==> src/design/i2crw_pkg.sv <==
`timescale 1ns / 1ps
// ----------------------------------------------------------------------------
// i2crw_pkg
// Shared types, codes and plan table for the I2C register access master.
// ----------------------------------------------------------------------------
package i2crw_pkg;

  // request codes carried on req_type
  localparam logic [1:0] REQ_TICK  = 2'd0;
  localparam logic [1:0] REQ_WRITE = 2'd1;
  localparam logic [1:0] REQ_READ  = 2'd2;

  // bus phase codes
  localparam logic [2:0] PH_IDLE  = 3'd0;
  localparam logic [2:0] PH_START = 3'd1;
  localparam logic [2:0] PH_SEND  = 3'd2;
  localparam logic [2:0] PH_RECV  = 3'd3;
  localparam logic [2:0] PH_STOP  = 3'd4;

  localparam int unsigned BITS_PER_BYTE = 8;
  localparam logic [9:0]  STEP_TICKS_RESET = 10'd10;

  // decoupling queue between front and back
  localparam int unsigned QDEPTH = 2;
  localparam int unsigned QPTR_W = (QDEPTH > 1) ? $clog2(QDEPTH) : 1;
  localparam int unsigned QCNT_W = $clog2(QDEPTH + 1);

  // one classified tick as it travels through the queue
  typedef struct packed {
    logic       start;
    logic       rd;
    logic [7:0] device;
    logic [7:0] reg_byte;
    logic [7:0] data;
    logic       sda_in;
  } entry_t;

  // phase of each segment of a transaction
  function automatic logic [2:0] plan_phase(input logic rd, input logic [2:0] seg);
    logic [2:0] ph;
    ph = PH_IDLE;
    if (rd) begin
      case (seg)
        3'd0:    ph = PH_START;
        3'd1:    ph = PH_SEND;
        3'd2:    ph = PH_SEND;
        3'd3:    ph = PH_START;
        3'd4:    ph = PH_SEND;
        3'd5:    ph = PH_RECV;
        3'd6:    ph = PH_STOP;
        default: ph = PH_IDLE;
      endcase
    end else begin
      case (seg)
        3'd0:    ph = PH_START;
        3'd1:    ph = PH_SEND;
        3'd2:    ph = PH_SEND;
        3'd3:    ph = PH_SEND;
        3'd4:    ph = PH_STOP;
        default: ph = PH_IDLE;
      endcase
    end
    return ph;
  endfunction

endpackage

==> src/design/i2crw_front.sv <==
`timescale 1ns / 1ps
// ----------------------------------------------------------------------------
// i2crw_front
// Accepts input beats, classifies the request and queues them for the engine.
// ----------------------------------------------------------------------------
module i2crw_front (
  input  logic                clk,
  input  logic                rst,
  input  logic                in_valid,
  output logic                in_stall,
  input  logic [1:0]          req_type,
  input  logic [7:0]          device_addr,
  input  logic [7:0]          reg_addr,
  input  logic [7:0]          write_data,
  input  logic                sda_in,
  output logic                q_valid,
  output i2crw_pkg::entry_t   q_entry,
  input  logic                q_pop
);

  i2crw_pkg::entry_t                    mem [i2crw_pkg::QDEPTH];
  logic [i2crw_pkg::QPTR_W-1:0]         wr_ptr;
  logic [i2crw_pkg::QPTR_W-1:0]         rd_ptr;
  logic [i2crw_pkg::QCNT_W-1:0]         count;
  logic                                 push;
  i2crw_pkg::entry_t                    new_entry;

  // classify the request
  always_comb begin
    new_entry.start    = (req_type == i2crw_pkg::REQ_WRITE) ||
                         (req_type == i2crw_pkg::REQ_READ);
    new_entry.rd       = (req_type == i2crw_pkg::REQ_READ);
    new_entry.device   = device_addr;
    new_entry.reg_byte = reg_addr;
    new_entry.data     = write_data;
    new_entry.sda_in   = sda_in;
  end

  assign in_stall = (count == i2crw_pkg::QCNT_W'(i2crw_pkg::QDEPTH));
  assign push     = in_valid && !in_stall;
  assign q_valid  = (count != '0);
  assign q_entry  = mem[rd_ptr];

  // store beat
  always_ff @(posedge clk) begin
    if (push) begin
      mem[wr_ptr] <= new_entry;
    end
  end

  // advance pointers and fill count
  always_ff @(posedge clk) begin
    if (rst) begin
      wr_ptr <= '0;
      rd_ptr <= '0;
      count  <= '0;
    end else begin
      if (push) begin
        wr_ptr <= (wr_ptr == i2crw_pkg::QPTR_W'(i2crw_pkg::QDEPTH - 1)) ? '0 : wr_ptr + 1'b1;
      end
      if (q_pop) begin
        rd_ptr <= (rd_ptr == i2crw_pkg::QPTR_W'(i2crw_pkg::QDEPTH - 1)) ? '0 : rd_ptr + 1'b1;
      end
      case ({push, q_pop})
        2'b10:   count <= count + 1'b1;
        2'b01:   count <= count - 1'b1;
        default: count <= count;
      endcase
    end
  end

  a_count_bound: assert property (@(posedge clk) disable iff (rst)
    count <= i2crw_pkg::QCNT_W'(i2crw_pkg::QDEPTH))
    else $error("queue count beyond depth");

  a_pop_nonempty: assert property (@(posedge clk) disable iff (rst)
    q_pop |-> (count != '0))
    else $error("pop from empty queue");

endmodule

==> src/design/i2crw_engine.sv <==
`timescale 1ns / 1ps
// ----------------------------------------------------------------------------
// i2crw_engine
// Bus sequencer: runs one tick per queued beat and registers the pin levels.
// ----------------------------------------------------------------------------
module i2crw_engine (
  input  logic                clk,
  input  logic                rst,
  input  logic [9:0]          step_ticks,
  input  logic                q_valid,
  input  i2crw_pkg::entry_t   q_entry,
  output logic                q_pop,
  output logic                out_valid,
  input  logic                out_stall,
  output logic                scl_level,
  output logic                sda_level,
  output logic                sda_drive,
  output logic                busy_res,
  output logic                done_res,
  output logic [7:0]          read_data
);

  // sequencer state
  logic [2:0] phase;
  logic [2:0] step_in_phase;
  logic [3:0] bit_index;
  logic [2:0] byte_index;
  logic [9:0] tick_count;
  logic       is_read;
  logic [7:0] saved_device;
  logic [7:0] saved_register;
  logic [7:0] saved_data;
  logic [7:0] receive_shift;
  logic [7:0] held_read;

  logic [2:0] phase_next;
  logic [2:0] step_in_phase_next;
  logic [3:0] bit_index_next;
  logic [2:0] byte_index_next;
  logic [9:0] tick_count_next;
  logic       is_read_next;
  logic [7:0] saved_device_next;
  logic [7:0] saved_register_next;
  logic [7:0] saved_data_next;
  logic [7:0] receive_shift_next;
  logic [7:0] held_read_next;

  logic scl_next;
  logic sda_next;
  logic drv_next;
  logic busy_next;
  logic done_next;

  // take a beat when the output register is free or being emptied
  assign q_pop = q_valid && (!out_valid || !out_stall);

  // one bus tick
  always_comb begin
    logic [2:0]  e_phase;
    logic [2:0]  e_sip;
    logic [3:0]  e_bit;
    logic [2:0]  e_byte;
    logic [9:0]  e_tick;
    logic        e_rd;
    logic [7:0]  e_dev;
    logic [7:0]  e_reg;
    logic [7:0]  e_data;
    logic [7:0]  e_shift;
    logic [7:0]  tx_byte;
    logic [9:0]  hold;
    logic        last_tick;
    logic [2:0]  sip_inc;
    logic [3:0]  bit_inc;
    logic [7:0]  shift_new;
    logic        seg_adv;

    // start a transaction on an idle tick
    if (phase == i2crw_pkg::PH_IDLE && q_entry.start) begin
      e_phase = i2crw_pkg::PH_START;
      e_sip   = '0;
      e_bit   = '0;
      e_byte  = '0;
      e_tick  = '0;
      e_rd    = q_entry.rd;
      e_dev   = q_entry.device;
      e_reg   = q_entry.reg_byte;
      e_data  = q_entry.data;
      e_shift = '0;
    end else begin
      e_phase = phase;
      e_sip   = step_in_phase;
      e_bit   = bit_index;
      e_byte  = byte_index;
      e_tick  = tick_count;
      e_rd    = is_read;
      e_dev   = saved_device;
      e_reg   = saved_register;
      e_data  = saved_data;
      e_shift = receive_shift;
    end

    case (e_byte)
      3'd1:    tx_byte = e_dev;
      3'd2:    tx_byte = e_reg;
      default: tx_byte = e_rd ? (e_dev + 8'd1) : e_data;
    endcase

    hold      = (step_ticks == '0) ? 10'd1 : step_ticks;
    last_tick = ({1'b0, e_tick} + 11'd1) >= {1'b0, hold};
    sip_inc   = e_sip + 3'd1;
    bit_inc   = e_bit + 4'd1;
    shift_new = {e_shift[6:0], q_entry.sda_in};
    seg_adv   = 1'b0;

    phase_next          = e_phase;
    step_in_phase_next  = e_sip;
    bit_index_next      = e_bit;
    byte_index_next     = e_byte;
    tick_count_next     = e_tick;
    is_read_next        = e_rd;
    saved_device_next   = e_dev;
    saved_register_next = e_reg;
    saved_data_next     = e_data;
    receive_shift_next  = e_shift;
    held_read_next      = held_read;

    scl_next  = 1'b1;
    sda_next  = 1'b1;
    drv_next  = 1'b0;
    busy_next = 1'b0;
    done_next = 1'b0;

    if (e_phase != i2crw_pkg::PH_IDLE) begin
      // drive pins for this step
      busy_next = 1'b1;
      scl_next  = (e_sip != 3'd0);
      case (e_phase)
        i2crw_pkg::PH_START: begin
          sda_next = (e_sip != 3'd2);
          drv_next = 1'b1;
        end
        i2crw_pkg::PH_SEND: begin
          if (e_bit < 4'(i2crw_pkg::BITS_PER_BYTE)) begin
            sda_next = tx_byte[3'd7 - e_bit[2:0]];
            drv_next = 1'b1;
          end
        end
        i2crw_pkg::PH_STOP: begin
          sda_next = (e_sip == 3'd2);
          drv_next = 1'b1;
        end
        default: begin
          sda_next = 1'b1;
          drv_next = 1'b0;
        end
      endcase

      // advance the step timer and the step sequence
      if (!last_tick) begin
        tick_count_next = e_tick + 10'd1;
      end else begin
        tick_count_next    = '0;
        step_in_phase_next = sip_inc;
        case (e_phase)
          i2crw_pkg::PH_START: begin
            if (sip_inc >= 3'd3) seg_adv = 1'b1;
          end
          i2crw_pkg::PH_SEND: begin
            if (sip_inc >= 3'd2) begin
              step_in_phase_next = '0;
              bit_index_next     = bit_inc;
              if (bit_inc > 4'(i2crw_pkg::BITS_PER_BYTE)) seg_adv = 1'b1;
            end
          end
          i2crw_pkg::PH_RECV: begin
            if (sip_inc >= 3'd2) begin
              step_in_phase_next = '0;
              receive_shift_next = shift_new;
              bit_index_next     = bit_inc;
              if (bit_inc >= 4'(i2crw_pkg::BITS_PER_BYTE)) begin
                held_read_next = shift_new;
                seg_adv        = 1'b1;
              end
            end
          end
          default: begin
            if (sip_inc >= 3'd3) begin
              done_next          = 1'b1;
              phase_next         = i2crw_pkg::PH_IDLE;
              step_in_phase_next = '0;
              bit_index_next     = '0;
              byte_index_next    = '0;
            end
          end
        endcase
        // move to the next segment of the plan
        if (seg_adv) begin
          byte_index_next    = e_byte + 3'd1;
          phase_next         = i2crw_pkg::plan_phase(e_rd, e_byte + 3'd1);
          step_in_phase_next = '0;
          bit_index_next     = '0;
        end
      end
    end
  end

  // update control state
  always_ff @(posedge clk) begin
    if (rst) begin
      phase         <= i2crw_pkg::PH_IDLE;
      step_in_phase <= '0;
      bit_index     <= '0;
      byte_index    <= '0;
      tick_count    <= '0;
      is_read       <= 1'b0;
      held_read     <= '0;
      out_valid     <= 1'b0;
    end else begin
      if (q_pop) begin
        phase         <= phase_next;
        step_in_phase <= step_in_phase_next;
        bit_index     <= bit_index_next;
        byte_index    <= byte_index_next;
        tick_count    <= tick_count_next;
        is_read       <= is_read_next;
        held_read     <= held_read_next;
        out_valid     <= 1'b1;
      end else if (!out_stall) begin
        out_valid <= 1'b0;
      end
    end
  end

  // update payload and result register
  always_ff @(posedge clk) begin
    if (q_pop) begin
      saved_device   <= saved_device_next;
      saved_register <= saved_register_next;
      saved_data     <= saved_data_next;
      receive_shift  <= receive_shift_next;
      scl_level      <= scl_next;
      sda_level      <= sda_next;
      sda_drive      <= drv_next;
      busy_res       <= busy_next;
      done_res       <= done_next;
    end
  end

  assign read_data = held_read;

  a_idle_clean: assert property (@(posedge clk) disable iff (rst)
    (phase == i2crw_pkg::PH_IDLE) |->
      (tick_count == '0 && step_in_phase == '0 && bit_index == '0 && byte_index == '0))
    else $error("idle with stale sequencer state");

  a_done_busy: assert property (@(posedge clk) disable iff (rst)
    (out_valid && done_res) |-> (busy_res && scl_level && sda_level && sda_drive))
    else $error("done beat without stop step");

  a_two_step_bits: assert property (@(posedge clk) disable iff (rst)
    (phase == i2crw_pkg::PH_SEND || phase == i2crw_pkg::PH_RECV) |->
      (step_in_phase < 3'd2 && bit_index <= 4'(i2crw_pkg::BITS_PER_BYTE)))
    else $error("bit step out of range");

endmodule

==> src/design/i2c_register_access_master_top.sv <==
`timescale 1ns / 1ps
// ----------------------------------------------------------------------------
// i2c_register_access_master_top
// I2C master issuing register writes and reads, one input beat per bus tick.
// ----------------------------------------------------------------------------
// Every input beat is one tick of the bus engine and yields exactly one
// result beat carrying the pin levels for that tick. A beat is classified
// and placed in a two-entry queue, then the sequencer runs the tick
// combinationally and registers the result in the output register. One
// beat per cycle is sustained while neither side stalls; the sequencer
// state update is the loop that sets that rate. Either side may stall
// without blocking the other until the queue fills.
// step_ticks (address 0) sets how many ticks each pin step is held.
module i2c_register_access_master_top (
  input  logic        clk,
  input  logic        rst,
  // input channel
  input  logic        in_valid,
  output logic        in_stall,
  input  logic [1:0]  req_type,
  input  logic [7:0]  device_addr,
  input  logic [7:0]  reg_addr,
  input  logic [7:0]  write_data,
  input  logic        sda_in,
  // result channel
  output logic        out_valid,
  input  logic        out_stall,
  output logic        scl_level,
  output logic        sda_level,
  output logic        sda_drive,
  output logic        busy_res,
  output logic        done_res,
  output logic [7:0]  read_data,
  // configuration port
  input  logic        psel,
  input  logic        penable,
  input  logic        pwrite,
  input  logic [2:0]  paddr,
  input  logic [31:0] pwdata,
  output logic [31:0] prdata,
  output logic        pready
);

  localparam logic REG_STEP_TICKS = 1'b0;

  logic [9:0]          step_ticks;
  logic                q_valid;
  logic                q_pop;
  i2crw_pkg::entry_t   q_entry;
  logic                cfg_write;

  // register file
  assign pready    = 1'b1;
  assign cfg_write = psel && penable && pwrite && pready && (paddr[2] == REG_STEP_TICKS);
  assign prdata    = (paddr[2] == REG_STEP_TICKS) ? {22'd0, step_ticks} : 32'd0;

  always_ff @(posedge clk) begin
    if (rst) begin
      step_ticks <= i2crw_pkg::STEP_TICKS_RESET;
    end else if (cfg_write) begin
      step_ticks <= pwdata[9:0];
    end
  end

  i2crw_front u_front (
    .clk         (clk),
    .rst         (rst),
    .in_valid    (in_valid),
    .in_stall    (in_stall),
    .req_type    (req_type),
    .device_addr (device_addr),
    .reg_addr    (reg_addr),
    .write_data  (write_data),
    .sda_in      (sda_in),
    .q_valid     (q_valid),
    .q_entry     (q_entry),
    .q_pop       (q_pop)
  );

  i2crw_engine u_engine (
    .clk        (clk),
    .rst        (rst),
    .step_ticks (step_ticks),
    .q_valid    (q_valid),
    .q_entry    (q_entry),
    .q_pop      (q_pop),
    .out_valid  (out_valid),
    .out_stall  (out_stall),
    .scl_level  (scl_level),
    .sda_level  (sda_level),
    .sda_drive  (sda_drive),
    .busy_res   (busy_res),
    .done_res   (done_res),
    .read_data  (read_data)
  );

endmodule

==> config.mk <==
export PLATFORM = sky130hd
export DESIGN_NAME = i2c_register_access_master_top
export DESIGN_NICKNAME = d
export VERILOG_FILES = /design/src/design/i2crw_pkg.sv /design/src/design/i2crw_front.sv /design/src/design/i2crw_engine.sv /design/src/design/i2c_register_access_master_top.sv
export SDC_FILE = /design/constraint.sdc
export NUM_CORES = 1
export LEC_CHECK = 0
export BUFFER_PORTS_ARGS = -buffer_cell sky130_fd_sc_hd__clkbuf_2
export CAP_MARGIN = 20
export CORE_MARGIN = 4
export CORE_UTILIZATION = 61
export DETAILED_ROUTE_END_ITERATION = 6
export PLACE_DENSITY = 0.91
export RECOVER_POWER = 100
export SETUP_SLACK_MARGIN = 0.3
export SYNTH_ARGS = -nofsm -noshare
export SYNTH_HDL_FRONTEND = slang
export SYNTH_SLANG_ARGS = --single-unit
==> constraint.sdc <==
create_clock -name clk -period 6.96 [get_ports clk]
set_clock_uncertainty 0.05 [all_clocks]
set_input_delay 0.696 -clock clk [delete_from_list [all_inputs] [get_ports clk]]
set_output_delay 0.696 -clock clk [all_outputs]
set_load 0.02 [all_outputs]
==> results.cfg <==
[critical_path]
cp-end-kind = flip-flop
setup_crit_start_kind = flip-flop
worstPathCellList = or3_1, o21ai_0, inv_1, ha_1, nand3_1, or3_1, a21oi_1, ha_1, a211o_1, a41oi_1, o21ai_0, and3_1, mux2i_1, nor2_1
data_arrival_time_at_the_worst_slack_endpoint_ns = 5.39
worstPathRequired_ns = 7.03
slowest_delay_ns = 0.85
length_in_cells_of_the_worst_reg_to_reg_path = 14
critical_path.max_fanout = 16
critPathBufInv = 1
regToRegEndpoint = u_engine.receive_shift[1]
worst_reg2reg_startpoint = u_engine.phase[0]
setup_cp_type = flip-flop to flip-flop
critical-path-top-delay-family = simple AND/OR/NAND/NOR gates
r2r_setup_slack_ns = 1.64
critPathSlowestCell = o21ai_0

[placement]
pre_cts_ws_ns = 2.216
hpwlAfterDp_microns = 11090
portBuffers = 69
place_congestion = 0.9228

[hold_path]
worstHoldEndpoint = u_engine.read_data[7]
min_delay_path_depth = 2
hold_path_class = flip-flop to flip-flop
hp-start = u_engine.read_data[7]

[floorplan]
dieHeight_microns = 115.7
overall_die_area_sq_um = 13390
coreArea_sq_um = 11370
io_pins = 117
initial_core_util = 0.6226
row_count = 39
floorplan.die.width_microns = 115.7

[clock_network]
worstSkewPairLatency_ns = 0.42
cts_tree = yes
clock_sinks = 138
hold_buffers = 0
cts_setup_buffers = 0
cts-htree-levels = 4
clock_path_buffers = 2
clock-root-buffer = clkbuf_16
cts.repair.resized = 0
tritoncts.num_buffers = 17
cts.reportedPaths.clkPinSlew_ns = 0.06

[logic_synthesis]
ys_dominant_reg_cell = edfxtp_1
synth-seq-area-share = 0.5175
synth.avg_cell_area_sq_um = 10.10
edff_count_synth = 90
ys_async_sr_fraction = 0
synth_cell_type_count = 68
synthesis.yosys.warnings = 0
synthesis.instances = 701
ys_ff_latch = 138
syn-cell-area_sq_um = 7079

[sta]
setup_viol_count_final = 0
finalCritPeriodShare = 0.7637
timing.final.hold_violations = 0
worst_slew_margin = -0.6453
setup_repair_after_global_routing_missed_its_margin = no
worst_slack_ns = 1.645
final.setup.tns_ns = 0
min_period_ns = 5.315
achievable-frequency_mhz = 188.1
timing_max_transition_violations_final = 115
tightest_slew_ns = 2.468

[finish]
nNetsFinal = 854
num_antenna_cells = 0
utilization = 0.6948
fill_cells = 842
drive_above_1_share = 0.09702
area.growth.synth_to_final_pct = 11.59

[global_routing]
grt_first_pass_wirelength_microns = 26990
total_routing_usage_reported_by_global_routing = 0.2576
overflow = 0
grt_start_max_net_pins = 58
first_global_vias = 5613
antenna_found_initial = 0

[route]
drt_iter0_markers = 665
detail_route.drc_violations = 0
drt_pre_antenna_iters = 5
totalWireLength_microns = 16920
viasPerCell = 6.165
drt-wirelength-per-cell_microns = 18.48
num_vias = 5647
detail-route-antenna-nets = 0

[run]
maxCapViolations = 3

[pwr]
worst_vdd_ir_v = 0.0002853
leakage_dissipation_nw = 2.917
power.density_cell_area_nw_per_um2 = 377.9

[status]
run_status = complete, but fails checks
violations = capacitance limit, slew limit
synthesized netlist by cell type, drive strengths merged, types with 4 or more instances:
cell    instances  area share
a211oi          5      0.0060
a21o            7      0.0074
a21oi          50       0.036
a22o            6      0.0076
a31oi           5      0.0044
and3            6      0.0053
buf            43       0.040
clkbuf         14      0.0074
dfxtp          48        0.14
edfxtp         90        0.38
ha             25       0.044
inv            32       0.017
mux2            4      0.0064
mux2i          33       0.047
nand2          87       0.046
nand3          35       0.025
nand4           5      0.0044
nor2           56       0.030
nor2b           5      0.0044
nor3           14       0.012
o211ai          6      0.0064
o21a            4      0.0042
o21ai          44       0.033
or3             7      0.0062
xnor2           8      0.0099
xor2           11       0.014
metrics by stage:
step	hold slack (ns)	std cells	total power, mW	area (sq um)
after floorplan	0.3863	722	1.859	7158
after global placement	0.3927	883	2.043	7397
after detailed placement	0.3959	883	2.093	7397
after CTS	0.4004	915	2.974	7971
after global routing	0.3938	916	3.131	7900
final	0.4013	916	2.985	7900
metal layers:
layer  wire, microns  GRT usage
met1            6645     0.3161
met2            8446     0.4255
met3            1368    0.07206
met4             464     0.1168
met5               0          0
power by group:
part | switching [mW] | leakage (nW) | internal, mW | total, mW
registers | 0.101 | 1.24 | 1.14 | 1.24
logic | 0.598 | 1.41 | 0.263 | 0.861
clock network | 0.355 | 0.277 | 0.530 | 0.886
total | 1.05 | 2.92 | 1.93 | 2.99
worst reg2reg max path, cell delays in order (launching register included):
cell,delay [ns]
dfxtp_1,0.67
or3_1,0.55
o21ai_0,0.31
inv_1,0.16
ha_1,0.20
nand3_1,0.20
or3_1,0.41
a21oi_1,0.26
ha_1,0.24
a211o_1,0.12
a41oi_1,0.05
o21ai_0,0.85
and3_1,0.53
mux2i_1,0.32
nor2_1,0.09
sequential cells by signal, indices dropped and copies added (netlist names), 4 cells and up, named ones only:
name                     flops
u_engine.tick_count         10
u_front.mem                 54
u_engine.saved_device        8
step_ticks                  10
u_engine.receive_shift       7
u_engine.saved_register      8
u_engine.bit_index           4
u_engine.saved_data          8
u_engine.read_data           8
how the worst max path moves through the flow:
stage | start | endpoint | slack [ns] | cells after the start
2_1_floorplan | flip-flop | u_engine.receive_shift[3] | 2.66 | 18
3_3_place_gp | u_engine.phase[0] | u_engine.byte_index[2] | 2.26 | 15
3_5_place_dp | u_engine.phase[0] | u_engine.byte_index[2] | 2.22 | 14
4_1_cts | u_engine.phase[0] | u_engine.receive_shift[1] | 2.06 | 14
5_1_grt | u_engine.phase[0] | u_engine.receive_shift[3] | 1.40 | 14
6_report | u_engine.phase[0] | u_engine.receive_shift[1] | 1.64 | 14
layout make-up:
cell class | count | area (sq um) | share of cell area
Clock inverter | 13 | 141.4 | 0.01790
Tap cell | 143 | 178.9 | 0.02265
Sequential cell | 138 | 3664 | 0.4637
Multi-Input combinational cell | 494 | 3029 | 0.3834
Inverter | 33 | 123.9 | 0.01568
Clock buffer | 19 | 432.9 | 0.05480
Timing Repair Buffer | 76 | 330.3 | 0.04181
cell usage in the layout, fill, tap and decap left out, types with 5 or more instances in the layout:
| cell | instances |
|---|---|
| edfxtp_1 | 90 |
| nand2_1 | 87 |
| nor2_1 | 56 |
| a21oi_1 | 49 |
| dfxtp_1 | 48 |
| clkbuf_1 | 48 |
| o21ai_0 | 39 |
| nand3_1 | 35 |
| mux2i_1 | 33 |
| inv_1 | 32 |
| clkbuf_2 | 27 |
| ha_1 | 25 |
| conb_1 | 23 |
| clkbuf_16 | 17 |
| nor3_1 | 12 |
| xor2_1 | 11 |
| xnor2_1 | 8 |
| or3_1 | 7 |
| a21o_1 | 7 |
| and3_1 | 6 |
| o211ai_1 | 6 |
| nor2b_1 | 5 |
| nand4_1 | 5 |
| a31oi_1 | 5 |
| a22o_1 | 5 |
| inv_6 | 5 |
cells by family (layout without fill, tap and decap cells):
kind of cell / after synthesis / count (layout) / synth area share
DFF: 138 / 138 / 0.5175
and+or+nand+nor: 230 / 230 / 0.1490
xor gates and xnor gates: 19 / 19 / 0.02351
muxes: 37 / 37 / 0.05302
other: 2 / 23 / 0.001061
buffers and inverters: 90 / 141 / 0.06451
adders and majority gates: 25 / 25 / 0.04419
AOI/OAI and AO/OA: 160 / 160 / 0.1472
Note: power is estimated with default switching activity, not from simulation.
